--- config.mk ---
export PLATFORM = sky130hd
export DESIGN_NAME = bounded_positional_list_unit
export DESIGN_NICKNAME = d
export VERILOG_FILES = /design/src/bpl_pkg.sv /design/src/bpl_engine.sv /design/src/bounded_positional_list_unit.sv
export SDC_FILE = /design/constraint.sdc
export NUM_CORES = 1
export LEC_CHECK = 0
export BUFFER_PORTS_ARGS = -buffer_cell sky130_fd_sc_hd__clkbuf_2
export CAP_MARGIN = 5
export CORE_AREA = 5 5 262 264
export CTS_CLUSTER_DIAMETER = 40
export DETAILED_ROUTE_END_ITERATION = 10
export DIE_AREA = 0 0 267 269
export HOLD_SLACK_MARGIN = 0.05
export PLACE_DENSITY = 0.56
export SLEW_MARGIN = 15
export SYNTH_ARGS = -nofsm -noshare
export SYNTH_HDL_FRONTEND = slang
export SYNTH_SLANG_ARGS = --single-unit
--- constraint.sdc ---
create_clock -name clk -period 6.13 [get_ports clk]
set_clock_uncertainty 0.05 [all_clocks]
set_input_delay 0.613 -clock clk [delete_from_list [all_inputs] [get_ports clk]]
set_output_delay 0.613 -clock clk [all_outputs]
set_load 0.03 [all_outputs]
--- src/bpl_pkg.sv ---
// Shared types and constants for the bounded positional list unit.
// Operation codes, status codes and the engine command/response structs.
// No dependencies.
package bpl_pkg;

  // Default sizing of the list
  localparam int CAPACITY_DEF   = 16;
  localparam int DATA_WIDTH_DEF = 32;

  // Request operation codes
  typedef enum logic [3:0] {
    KIND_ADD_FRONT    = 4'd0,
    KIND_ADD_BACK     = 4'd1,
    KIND_INSERT_AT    = 4'd2,
    KIND_REMOVE_FRONT = 4'd3,
    KIND_REMOVE_BACK  = 4'd4,
    KIND_REMOVE_AT    = 4'd5,
    KIND_REMOVE_VALUE = 4'd6,
    KIND_READ         = 4'd7,
    KIND_CONTAINS     = 4'd8
  } kind_t;

  // Result status codes
  typedef enum logic [2:0] {
    STAT_OK       = 3'd0,
    STAT_EMPTY    = 3'd1,
    STAT_FULL     = 3'd2,
    STAT_RANGE    = 3'd3,
    STAT_NOTFOUND = 3'd4
  } status_t;

  // Engine operations
  typedef enum logic [2:0] {
    OP_INSERT      = 3'd0,
    OP_REMOVE      = 3'd1,
    OP_READ        = 3'd2,
    OP_FIND        = 3'd3,
    OP_FIND_REMOVE = 3'd4
  } eng_op_t;

  // Command from the request decoder to the engine
  typedef struct packed {
    logic    start;
    eng_op_t op;
  } eng_cmd_t;

  // Response from the engine
  typedef struct packed {
    logic done;
    logic hit;
  } eng_rsp_t;

endpackage

--- src/bpl_engine.sv ---
// Entry store and shift/scan sequencer of the bounded positional list.
// One single-port-write, registered-read memory; one index adder steps it.
// Depends on bpl_pkg.
module bpl_engine #(
  parameter int  CAPACITY   = bpl_pkg::CAPACITY_DEF,
  parameter int  DATA_WIDTH = bpl_pkg::DATA_WIDTH_DEF,
  localparam int AW         = $clog2(CAPACITY),
  localparam int CW         = $clog2(CAPACITY + 1)
) (
  input  logic                  clk,
  input  logic                  rst_n,
  input  bpl_pkg::eng_cmd_t     cmd,
  input  logic [CW-1:0]         cnt,
  input  logic [CW-1:0]         at,
  input  logic [DATA_WIDTH-1:0] word,
  output bpl_pkg::eng_rsp_t     rsp,
  output logic [DATA_WIDTH-1:0] res
);
  import bpl_pkg::*;

  typedef enum logic [9:0] {
    ES_IDLE    = 10'b0000000001,
    ES_INS_RD  = 10'b0000000010,
    ES_INS_WR  = 10'b0000000100,
    ES_GET_RD  = 10'b0000001000,
    ES_GET_CAP = 10'b0000010000,
    ES_SHF_RD  = 10'b0000100000,
    ES_SHF_WR  = 10'b0001000000,
    ES_SCN_RD  = 10'b0010000000,
    ES_SCN_CMP = 10'b0100000000,
    ES_DONE    = 10'b1000000000
  } eng_state_t;

  eng_state_t            st_r, st_nxt;
  logic [CW-1:0]         i_r, i_nxt, i_step;
  logic                  step_down;
  logic                  hit_r, hit_nxt;
  logic [DATA_WIDTH-1:0] res_r, res_nxt;
  logic [DATA_WIDTH-1:0] rdata_r;
  logic [DATA_WIDTH-1:0] mem [CAPACITY];
  logic                  we;
  logic [AW-1:0]         waddr, raddr;
  logic [DATA_WIDTH-1:0] wdata;

  // Shared index adder: count down while opening a gap, up otherwise
  assign step_down = (st_r == ES_INS_RD) || (st_r == ES_INS_WR);
  assign i_step    = i_r + (step_down ? {CW{1'b1}} : CW'(1));

  // Sequencer
  always_comb begin
    st_nxt  = st_r;
    i_nxt   = i_r;
    hit_nxt = hit_r;
    res_nxt = res_r;
    we      = 1'b0;
    waddr   = i_r[AW-1:0];
    wdata   = rdata_r;
    raddr   = i_r[AW-1:0];
    case (st_r)
      ES_IDLE: begin
        if (cmd.start) begin
          hit_nxt = 1'b0;
          case (cmd.op)
            OP_INSERT: begin
              i_nxt  = cnt;
              st_nxt = ES_INS_RD;
            end
            OP_REMOVE, OP_READ: begin
              st_nxt = ES_GET_RD;
            end
            OP_FIND, OP_FIND_REMOVE: begin
              i_nxt  = '0;
              st_nxt = ES_SCN_RD;
            end
            default: st_nxt = ES_DONE;
          endcase
        end
      end
      // Open the gap from the back, one entry per read/write pair
      ES_INS_RD: begin
        if (i_r == at) begin
          we     = 1'b1;
          waddr  = at[AW-1:0];
          wdata  = word;
          st_nxt = ES_DONE;
        end else begin
          raddr  = i_step[AW-1:0];
          st_nxt = ES_INS_WR;
        end
      end
      ES_INS_WR: begin
        we     = 1'b1;
        i_nxt  = i_step;
        st_nxt = ES_INS_RD;
      end
      // Fetch the addressed entry
      ES_GET_RD: begin
        raddr  = at[AW-1:0];
        st_nxt = ES_GET_CAP;
      end
      ES_GET_CAP: begin
        res_nxt = rdata_r;
        i_nxt   = at;
        st_nxt  = (cmd.op == OP_READ) ? ES_DONE : ES_SHF_RD;
      end
      // Close the gap towards the front
      ES_SHF_RD: begin
        if (i_step >= cnt) begin
          st_nxt = ES_DONE;
        end else begin
          raddr  = i_step[AW-1:0];
          st_nxt = ES_SHF_WR;
        end
      end
      ES_SHF_WR: begin
        we     = 1'b1;
        i_nxt  = i_step;
        st_nxt = ES_SHF_RD;
      end
      // Scan from the front for the first match
      ES_SCN_RD: begin
        if (i_r == cnt) begin
          st_nxt = ES_DONE;
        end else begin
          st_nxt = ES_SCN_CMP;
        end
      end
      ES_SCN_CMP: begin
        if (rdata_r == word) begin
          hit_nxt = 1'b1;
          res_nxt = rdata_r;
          st_nxt  = (cmd.op == OP_FIND_REMOVE) ? ES_SHF_RD : ES_DONE;
        end else begin
          i_nxt  = i_step;
          st_nxt = ES_SCN_RD;
        end
      end
      ES_DONE: begin
        st_nxt = ES_IDLE;
      end
      default: st_nxt = ES_IDLE;
    endcase
  end

  // Control state
  always_ff @(posedge clk) begin
    if (!rst_n) begin
      st_r <= ES_IDLE;
    end else begin
      st_r <= st_nxt;
    end
  end

  // Working registers
  always_ff @(posedge clk) begin
    i_r   <= i_nxt;
    hit_r <= hit_nxt;
    res_r <= res_nxt;
  end

  // Entry store: one write and one registered read per cycle
  always_ff @(posedge clk) begin
    if (we) begin
      mem[waddr] <= wdata;
    end
    rdata_r <= mem[raddr];
  end

  assign rsp = '{done: (st_r == ES_DONE), hit: hit_r};
  assign res = res_r;

  // A new command only arrives while the sequencer is free
  a_start_idle: assert property (@(posedge clk) disable iff (!rst_n)
    cmd.start |-> st_r == ES_IDLE)
    else $error("engine started while busy");

  // Writes stay inside the store
  a_write_range: assert property (@(posedge clk) disable iff (!rst_n)
    we |-> int'(waddr) < CAPACITY)
    else $error("engine write beyond capacity");

  // The working index never passes the entry count
  a_index_bound: assert property (@(posedge clk) disable iff (!rst_n)
    (st_r != ES_IDLE && st_r != ES_DONE) |-> i_r <= cnt)
    else $error("engine index beyond count");

endmodule

--- src/bounded_positional_list_unit.sv ---
// Bounded positional list: top level with request decode, count and result register.
// A request that needs no engine pass (full, empty, range, unknown kind) goes straight to the
// result register; read, insert and remove wait for the engine, insert and remove moving the
// entries behind the position, and search scans at most every entry held (remove value included).
// Throughput: one request at a time; the next transfer is taken in the cycle out_valid rises,
// later while a result is stalled. Reset (synchronous, rst_n low) empties the list; no clearing pass.
module bounded_positional_list_unit #(
  parameter int  CAPACITY   = bpl_pkg::CAPACITY_DEF,
  parameter int  DATA_WIDTH = bpl_pkg::DATA_WIDTH_DEF,
  localparam int CW         = $clog2(CAPACITY + 1),
  localparam int PW         = (CW > 5) ? CW : 5
) (
  input  logic             clk,
  input  logic             rst_n,
  input  logic             in_valid,
  output logic             in_stall,
  input  logic [3:0]       in_kind,
  input  logic [4:0]       in_position,
  input  logic [31:0]      in_value,
  output logic             out_valid,
  input  logic             out_stall,
  output logic [31:0]      out_result_value,
  output bpl_pkg::status_t out_status,
  output logic             out_found,
  output logic [4:0]       out_entry_count
);
  import bpl_pkg::*;

  typedef enum logic [2:0] {
    TS_IDLE = 3'b001,
    TS_WAIT = 3'b010,
    TS_HOLD = 3'b100
  } top_state_t;

  top_state_t            st_r, st_nxt;
  logic [CW-1:0]         count_r, count_nxt;
  logic                  start_r, start_nxt;
  logic [3:0]            kind_r, kind_nxt;
  eng_op_t               op_r, op_nxt;
  logic [CW-1:0]         at_r, at_nxt;
  logic [DATA_WIDTH-1:0] word_r, word_nxt;
  logic [DATA_WIDTH-1:0] pend_value_r, pend_value_nxt;
  status_t               pend_status_r, pend_status_nxt;
  logic                  pend_found_r, pend_found_nxt;
  logic                  out_valid_r, out_valid_nxt;
  logic [31:0]           out_value_r;
  status_t               out_status_r;
  logic                  out_found_r;
  logic [4:0]            out_count_r;
  logic                  out_load;

  // Decode signals
  logic                  is_full, is_empty, pos_ge_cnt, pos_ge_last;
  logic [CW-1:0]         last_idx;
  logic                  dec_engine;
  eng_op_t               dec_op;
  logic [CW-1:0]         dec_at;
  status_t               dec_status;

  eng_cmd_t              eng_cmd;
  eng_rsp_t              eng_rsp;
  logic [DATA_WIDTH-1:0] eng_res;

  assign in_stall = (st_r != TS_IDLE);

  // Classify the incoming request against the current count
  assign is_full     = (count_r == CW'(CAPACITY));
  assign is_empty    = (count_r == '0);
  assign last_idx    = count_r - CW'(1);
  assign pos_ge_cnt  = PW'(in_position) >= PW'(count_r);
  assign pos_ge_last = PW'(in_position) >= PW'(last_idx);

  always_comb begin
    dec_engine = 1'b0;
    dec_op     = OP_READ;
    dec_at     = '0;
    dec_status = STAT_OK;
    case (in_kind)
      KIND_ADD_FRONT, KIND_ADD_BACK, KIND_INSERT_AT: begin
        if (is_full) begin
          dec_status = STAT_FULL;
        end else begin
          dec_engine = 1'b1;
          dec_op     = OP_INSERT;
          if (in_kind == KIND_ADD_FRONT) begin
            dec_at = '0;
          end else if (in_kind == KIND_ADD_BACK || pos_ge_cnt) begin
            dec_at = count_r;
          end else begin
            dec_at = CW'(in_position);
          end
        end
      end
      KIND_REMOVE_FRONT, KIND_REMOVE_BACK, KIND_REMOVE_AT: begin
        if (is_empty) begin
          dec_status = STAT_EMPTY;
        end else begin
          dec_engine = 1'b1;
          dec_op     = OP_REMOVE;
          if (in_kind == KIND_REMOVE_FRONT) begin
            dec_at = '0;
          end else if (in_kind == KIND_REMOVE_BACK || pos_ge_last) begin
            dec_at = last_idx;
          end else begin
            dec_at = CW'(in_position);
          end
        end
      end
      KIND_REMOVE_VALUE: begin
        if (is_empty) begin
          dec_status = STAT_EMPTY;
        end else begin
          dec_engine = 1'b1;
          dec_op     = OP_FIND_REMOVE;
        end
      end
      KIND_READ: begin
        if (is_empty) begin
          dec_status = STAT_EMPTY;
        end else if (pos_ge_cnt) begin
          dec_status = STAT_RANGE;
        end else begin
          dec_engine = 1'b1;
          dec_op     = OP_READ;
          dec_at     = CW'(in_position);
        end
      end
      KIND_CONTAINS: begin
        dec_engine = 1'b1;
        dec_op     = OP_FIND;
      end
      default: ;
    endcase
  end

  // Request sequencing and result assembly
  always_comb begin
    st_nxt          = st_r;
    count_nxt       = count_r;
    start_nxt       = 1'b0;
    kind_nxt        = kind_r;
    op_nxt          = op_r;
    at_nxt          = at_r;
    word_nxt        = word_r;
    pend_value_nxt  = pend_value_r;
    pend_status_nxt = pend_status_r;
    pend_found_nxt  = pend_found_r;
    case (st_r)
      TS_IDLE: begin
        if (in_valid) begin
          kind_nxt        = in_kind;
          op_nxt          = dec_op;
          at_nxt          = dec_at;
          word_nxt        = DATA_WIDTH'(in_value);
          pend_value_nxt  = '0;
          pend_status_nxt = dec_status;
          pend_found_nxt  = 1'b0;
          if (dec_engine) begin
            start_nxt = 1'b1;
            st_nxt    = TS_WAIT;
          end else begin
            st_nxt = TS_HOLD;
          end
        end
      end
      TS_WAIT: begin
        if (eng_rsp.done) begin
          st_nxt = TS_HOLD;
          case (kind_r)
            KIND_ADD_FRONT, KIND_ADD_BACK, KIND_INSERT_AT: begin
              count_nxt = count_r + CW'(1);
            end
            KIND_REMOVE_FRONT, KIND_REMOVE_BACK, KIND_REMOVE_AT: begin
              count_nxt      = count_r - CW'(1);
              pend_value_nxt = eng_res;
            end
            KIND_REMOVE_VALUE: begin
              if (eng_rsp.hit) begin
                count_nxt      = count_r - CW'(1);
                pend_value_nxt = eng_res;
                pend_found_nxt = 1'b1;
              end else begin
                pend_status_nxt = STAT_NOTFOUND;
              end
            end
            KIND_READ: begin
              pend_value_nxt = eng_res;
            end
            KIND_CONTAINS: begin
              pend_found_nxt = eng_rsp.hit;
            end
            default: ;
          endcase
        end
      end
      TS_HOLD: begin
        if (out_load) begin
          st_nxt = TS_IDLE;
        end
      end
      default: st_nxt = TS_IDLE;
    endcase
  end

  // Result register: load when empty or being drained
  assign out_load = (st_r == TS_HOLD) && (!out_valid_r || !out_stall);

  always_comb begin
    out_valid_nxt = out_valid_r;
    if (out_load) begin
      out_valid_nxt = 1'b1;
    end else if (!out_stall) begin
      out_valid_nxt = 1'b0;
    end
  end

  // Control state
  always_ff @(posedge clk) begin
    if (!rst_n) begin
      st_r        <= TS_IDLE;
      count_r     <= '0;
      start_r     <= 1'b0;
      out_valid_r <= 1'b0;
    end else begin
      st_r        <= st_nxt;
      count_r     <= count_nxt;
      start_r     <= start_nxt;
      out_valid_r <= out_valid_nxt;
    end
  end

  // Request and result payload
  always_ff @(posedge clk) begin
    kind_r        <= kind_nxt;
    op_r          <= op_nxt;
    at_r          <= at_nxt;
    word_r        <= word_nxt;
    pend_value_r  <= pend_value_nxt;
    pend_status_r <= pend_status_nxt;
    pend_found_r  <= pend_found_nxt;
    if (out_load) begin
      out_value_r  <= 32'(pend_value_r);
      out_status_r <= pend_status_r;
      out_found_r  <= pend_found_r;
      out_count_r  <= 5'(count_r);
    end
  end

  assign eng_cmd = '{start: start_r, op: op_r};

  bpl_engine #(
    .CAPACITY   (CAPACITY),
    .DATA_WIDTH (DATA_WIDTH)
  ) u_engine (
    .clk   (clk),
    .rst_n (rst_n),
    .cmd   (eng_cmd),
    .cnt   (count_r),
    .at    (at_r),
    .word  (word_r),
    .rsp   (eng_rsp),
    .res   (eng_res)
  );

  assign out_valid        = out_valid_r;
  assign out_result_value = out_value_r;
  assign out_status       = out_status_r;
  assign out_found        = out_found_r;
  assign out_entry_count  = out_count_r;

  // The count never exceeds the capacity
  a_count_bound: assert property (@(posedge clk) disable iff (!rst_n)
    int'(count_r) <= CAPACITY)
    else $error("entry count beyond capacity");

  // Engine completion only while a request waits on it
  a_done_in_wait: assert property (@(posedge clk) disable iff (!rst_n)
    eng_rsp.done |-> st_r == TS_WAIT)
    else $error("engine completion outside wait");

  // The count moves only on engine completion
  a_count_on_done: assert property (@(posedge clk) disable iff (!rst_n)
    ($past(rst_n) && count_r != $past(count_r)) |-> $past(eng_rsp.done))
    else $error("count changed without engine completion");

  // A held result is not dropped while the output is stalled
  a_hold_stall: assert property (@(posedge clk) disable iff (!rst_n)
    (st_r == TS_HOLD && out_valid_r && out_stall) |=> st_r == TS_HOLD)
    else $error("result left hold while output stalled");

endmodule

==> reports/results.ini, run 1 <==
[status]
outcome = finished clean

[global_routing]
grt_antenna_before_repair = 1
grt_use_total = 0.200
grt-ovfl-total = 0
grt_pass1_vias = 16000
grt_start_max_net_pins = 79
grt_pass1_wl_um = 106000

[finish]
nNetsFinal = 1980
final_cell_area_mm2 = 0.0342
finish.utilization = 0.515
finalNonFillerCells = 2878
area_delta_synth_final_pct = 19.0
final_common_cell = edfxtp_1
final_cell_mix = edfxtp_1, mux2_2, nand2_1
drive_above_1_share = 0.263

[worst_setup_path]
endpoint_kind = register
crit_slowest_cell = or4_1
worstPathRequired_ps = 6590
path_class = reg2reg
path_cells = or4_1, nor3_2, nor3b_2, nand2_1, nand2_1, inv_1, fa_1, inv_1, a21o_1, a21oi_1, xor2_1, xnor2_1, ha_1, a21o_1, a311oi_1, o21ai_2, a222oi_1, buf_4, buf_12, buf_4, mux2_1, a222oi_1, nand4_1
critPathMaxStageDelay_ps = 650
critPathLaunchType = register
arrival_ps = 6290
path_max_fanout = 29

[yosys]
synth_edf_count = 671
synth_top_area_share = 0.702
netlist_area_mm2 = 0.0287
synth_seq_area_share = 0.738
syn-num-nets = 1815
synth_async_sr_flop_share = 0
yosysWarnings = 0
syn_avg_cell_area_um2 = 16.4
synth_seq_cells = 723
syn_inst = 1749
ys_top_cells_by_area = edfxtp_1, mux2_2, dfxtp_1, mux2i_1, nand2_1
synth_cell_types = 69
yosys.area.top_type = edfxtp_1
ys.flop_type = edfxtp_1

[power_and_ir_drop]
max-vdd-ir-drop_mv = 0.202
p_per_area_mw_per_mm2 = 343
p_leak_nw = 11.6

[sta]
worst_pin_slew_ps = 1170
fin_crit_ps = 5840
rsz0062_at_grt = false
timing.fmax_mhz = 171
setup_violations = 0
slew_viol_final = 0
maxSlewHeadroom = 0.219
fin_crit_sh = 0.952
setup_tns_ps = 0
hold_violations = 0

[placement]
dp_hpwl_um = 43300
portBuffers = 87
placed_area_mm2 = 0.0306
placedCellCount = 2681
gp_congestion = 0.831

[clock_network]
clk_path_buf_depth = 3
clk_pin_slew_ps = 60
htree_levels = 3
cts_repair_resize_count = 0
cts_buffers = 104
clockRootBuffer = clkbuf_16
insertion_delay_ps = 640
post_cts_buffers = 0
cts.sinks = 723
cts_tree = built
cts_hold_buffers = 0

[route]
drc = 0
antenna_left = 0
vias_per_cell = 5.54
routedWlPerCell_um = 25.2
vias = 15956
first_pass_iters = 6
wl_um = 72600
drt_iter0_markers = 1613

[die]
core-area_mm2 = 0.0663
die_w_um = 267
start_util = 0.433
rows = 95
die_h_um = 269
io_pins = 88
fp.dieArea_mm2 = 0.0718

[worst_hold_path]
holdCritPathClass = in2reg

[job]
maxCapViolations = 0

synth_stat cells, drive strengths merged (13+ instances only):
cell,number
inv,18
nand2,160
and3,16
a22oi,35
ha,20
nand4,27
dfxtp,52
o21ai,23
o22a,22
xor2,39
nor2b,13
edfxtp,671
a21oi,18
and2,42
mux2,182
mux2i,70
a222oi,35
clkbuf,53
xnor2,14
nor2,55
buf,30
cell families after synthesis:
logic type,after synthesis,synth area share
AOI/OAI and AO/OA,208,0.0572
adders and majority gates,21,0.00941
xor gates and xnor gates,53,0.0162
and+or+nand+nor,391,0.0690
muxes,252,0.0958
buffers and inverters,101,0.0147
DFF,723,0.738
critical path, delay by kind of cell (launching register included):
kind,cells,cell delay (ps)
compound gates,7,1530
simple gates,6,1480
buf+inv,5,900
fa+ha+maj,2,710
xor+xnor,2,360
flops,1,340
mux,1,340
power breakdown:
group	switching (mW)	internal, mW	total (mW)
Combinational	0.140	0.0777	0.218
Sequential	0.0448	5.40	5.45
Clock	2.23	3.82	6.05
Total	2.41	9.30	11.7
metrics by stage:
stage / total power [mW] / hold slack [ps] / setup WS [ps]
after floorplan: 5.66 / 350 / 923
after global placement: 5.76 / 352 / 250
after detailed placement: 5.76 / 355 / 170
after CTS: 11.8 / 62.8 / 154
after global routing: 12.1 / 65.5 / 18.1
final: 11.7 / 99.2 / 294
layout make-up:
cell class              count  area, um2
clock inverters            74        843
flip-flops and latches    723      21200
inverters                  18       67.6
repair buffers            142        923
fillers                  5478      32100
clock buffers             122       2770
multi-input cells         925       7290
diodes                      1       2.50
well taps                 873       1090
path summary, 6_finish.rpt:
check | depth (start not counted) | slack (ps) | to | from
min | 1 | 100 | word_r[11] | in_value[11]
min reg2reg | 0 | 360 | out_result_value[9] | pend_value_r[9]
max reg2reg | 23 | 290 | u_engine.rdata_r[23] | u_engine.st_r[9]
max | 23 | 290 | u_engine.rdata_r[23] | u_engine.st_r[9]
layer usage:
metal	track usage	vias to the layer above	routed length, um
li1	-	7204	-
met1	0.283	8164	32500
met2	0.324	487	34600
met3	0.0364	101	4090
met4	0.0500	0	1470
met5	0	-	0
sequential cells by signal, indices dropped and copies added (netlist names):
signal	count
u_engine.hit_r	1
out_result_value	32
start_r	1
kind_r	4
op_r	3
word_r	32
out_entry_count	5
pend_found_r	1
st_r	3
u_engine.res	32
pend_status_r	3
out_found	1
pend_value_r	32
u_engine.i_r	5
u_engine.rdata_r	32
out_valid	1
u_engine.mem	512
out_status	3
at_r	5
u_engine.st_r	10
count_r	5
(Power assumes the default switching activity.)
==> run 2: changes to the inputs <==
--- a/config.mk
+++ b/config.mk
@@ -7,3 +7,3 @@
 export LEC_CHECK = 0
-export BUFFER_PORTS_ARGS = -buffer_cell sky130_fd_sc_hd__clkbuf_2
+export BUFFER_PORTS_ARGS = -buffer_cell sky130_fd_sc_hd__buf_2
 export CAP_MARGIN = 5
==> constraint.sdc (replaced) <==
create_clock -name clk -period 6.13 [get_ports clk]
set_clock_uncertainty 0.05 [all_clocks]
set_input_delay 1.226 -clock clk [delete_from_list [all_inputs] [get_ports clk]]
set_output_delay 1.226 -clock clk [all_outputs]
set_load 0.03 [all_outputs]
==> run 2 against run 1 <==
Net effect:
- sequential share of layout area is 0.28 points lower
- clock power hardly changed
- setup slack better by 150 ps
- first-iteration DRC count decreased by 10%
- cell count grew 0.52%
- maximum frequency up 2.7%
- non-clock buffer count is 10 higher
- global-route usage shrank 0.053 points
- die area is the same
==> reports/results.ini, run 2 (same netlist as run 1, synthesis figures left out) <==
[die]
rows = 95
io_pins = 88
core-area_mm2 = 0.0663
die_h_um = 269
start_util = 0.433
die_w_um = 267
fp.dieArea_mm2 = 0.0718

[sta]
fin_crit_ps = 5680
setup_tns_ps = 0
rsz0062_at_grt = false
maxSlewHeadroom = 0.219
timing.fmax_mhz = 176
fin_ws_ps = 448
hold_violations = 0
fin_crit_sh = 0.927
setup_violations = 0
slew_viol_final = 0
worst_pin_slew_ps = 1170

[clock_network]
htree_levels = 3
clockRootBuffer = clkbuf_16
clk_pin_slew_ps = 50
cts_buffers = 106
insertion_delay_ps = 650
cts.sinks = 723
clk_path_buf_depth = 3
cts_tree = built

[power_and_ir_drop]
pwr-share-seq = 0.466
p_leak_nw = 11.7
p_sw_mw = 2.49
p_per_area_mw_per_mm2 = 340
clkPwrFrac = 0.515
max-vdd-ir-drop_mv = 0.217
p_comb_frac = 0.019
internal-power_mw = 9.20
swShare = 0.213

[route]
antenna_left = 0
vias_per_cell = 5.52
vias = 15955
routedWlPerCell_um = 25.0
wl_um = 72300
first_pass_iters = 9
drc = 0
drt_iter0_markers = 1445

[worst_hold_path]
holdCritPathClass = reg2reg
min_path_cells = 0
min_from = pend_value_r[21]
min_to = out_result_value[21]

[worst_setup_path]
startpoint = u_engine.st_r[9]
arrival_ps = 6130
r2r-start = u_engine.st_r[9]
endpoint_kind = register
r2r.worst_path.cells = 21
path_max_fanout = 10
worstPathRequired_ps = 6580
path_class = reg2reg
r2r_end = u_engine.rdata_r[24]
r2r_slack_ps = 450
critPathLaunchType = register

[finish]
largest_reg_flops = 512
top_register = u_engine.mem
finish.utilization = 0.518
antennaDiodeCount = 0
area_delta_synth_final_pct = 19.6
finalNonFillerCells = 2893
nNetsFinal = 1992
final_common_cell = edfxtp_1
final_cell_mix = edfxtp_1, mux2_2, nand2_1
final_cell_area_mm2 = 0.0343
drive_above_1_share = 0.274

[global_routing]
grt_start_max_net_pins = 56
grt_pass1_vias = 16200
grt_antenna_before_repair = 4
grt-ovfl-total = 0
grt_use_total = 0.199
grt_pass1_wl_um = 106000

[placement]
portBuffers = 87
placedCellCount = 2689
gp_congestion = 0.816
placed_area_mm2 = 0.0306
dp_hpwl_um = 43700
pre_cts_slack_ps = 167

[job]
maxCapViolations = 0

[status]
outcome = finished clean

==> run 2: power by group through the flow <==
stage | Combinational [mW] | Clock (mW) | Sequential (mW)
floorplan | 0.134 | 0 | 5.53
global placement | 0.219 | 0 | 5.54
detailed placement | 0.222 | 0 | 5.55
CTS | 0.223 | 6.13 | 5.44
global route | 0.244 | 6.37 | 5.45
finish | 0.223 | 6.03 | 5.44
==> run 2: critical path, cell delays in order, from the launching register on <==
cell and delay, ps:
dfxtp_1 350, or4_4 590, nor3_2 180, nor3b_2 260, nand2_1 110, nand2_2 130, inv_1 70, fa_1 420
inv_1 90, a21o_1 100, a21oi_1 70, xor2_1 150, xnor2_1 180, ha_1 300, a21o_1 190, a311oi_1 270
o21ai_2 150, a222oi_1 720, buf_4 300, or3_1 500, o221ai_1 180, nand3b_1 190
==> run 2: cell type report <==
class / instances / area, um2
Clock buffer: 120 / 2790
Clock inverter: 82 / 850
Fill cell: 5438 / 32000
Inverter: 18 / 67.6
Multi-Input combinational cell: 925 / 7310
Sequential cell: 723 / 21200
Tap cell: 873 / 1090
Timing Repair Buffer: 152 / 1050
==> run 2: how the worst max path moves through the flow <==
stage          cells past startpoint                   end  slack (ps)
2_1_floorplan                     22  u_engine.rdata_r[11]         920
3_3_place_gp                      23   u_engine.rdata_r[5]         270
3_5_place_dp                      20   u_engine.rdata_r[5]         170
4_1_cts                           20   u_engine.rdata_r[5]          80
5_1_grt                           23  u_engine.rdata_r[16]          20
6_report                          21  u_engine.rdata_r[24]         450
==> run 2: timing repair <==
action                     CTS  global route
setup endpoints to repair    0            32
resized for setup            0             6
hold buffers                 0             0
buffers inserted             0             1
==> run 2: routing by layer <==
metal | up-vias | wire, um | global-route usage
li1 | 7233 | - | -
met3 | 122 | 4620 | 0.0351
met2 | 536 | 34900 | 0.329
met1 | 8064 | 30900 | 0.274
met5 | - | 0 | 0
met4 | 0 | 1800 | 0.0599
==> run 2: stage by stage <==
stage               hold slack (ps)  total power [mW]
global route                    360              12.1
detailed placement              355              5.77
CTS                             350              11.8
global placement                353              5.76
floorplan                       350              5.66
finish                          355              11.7
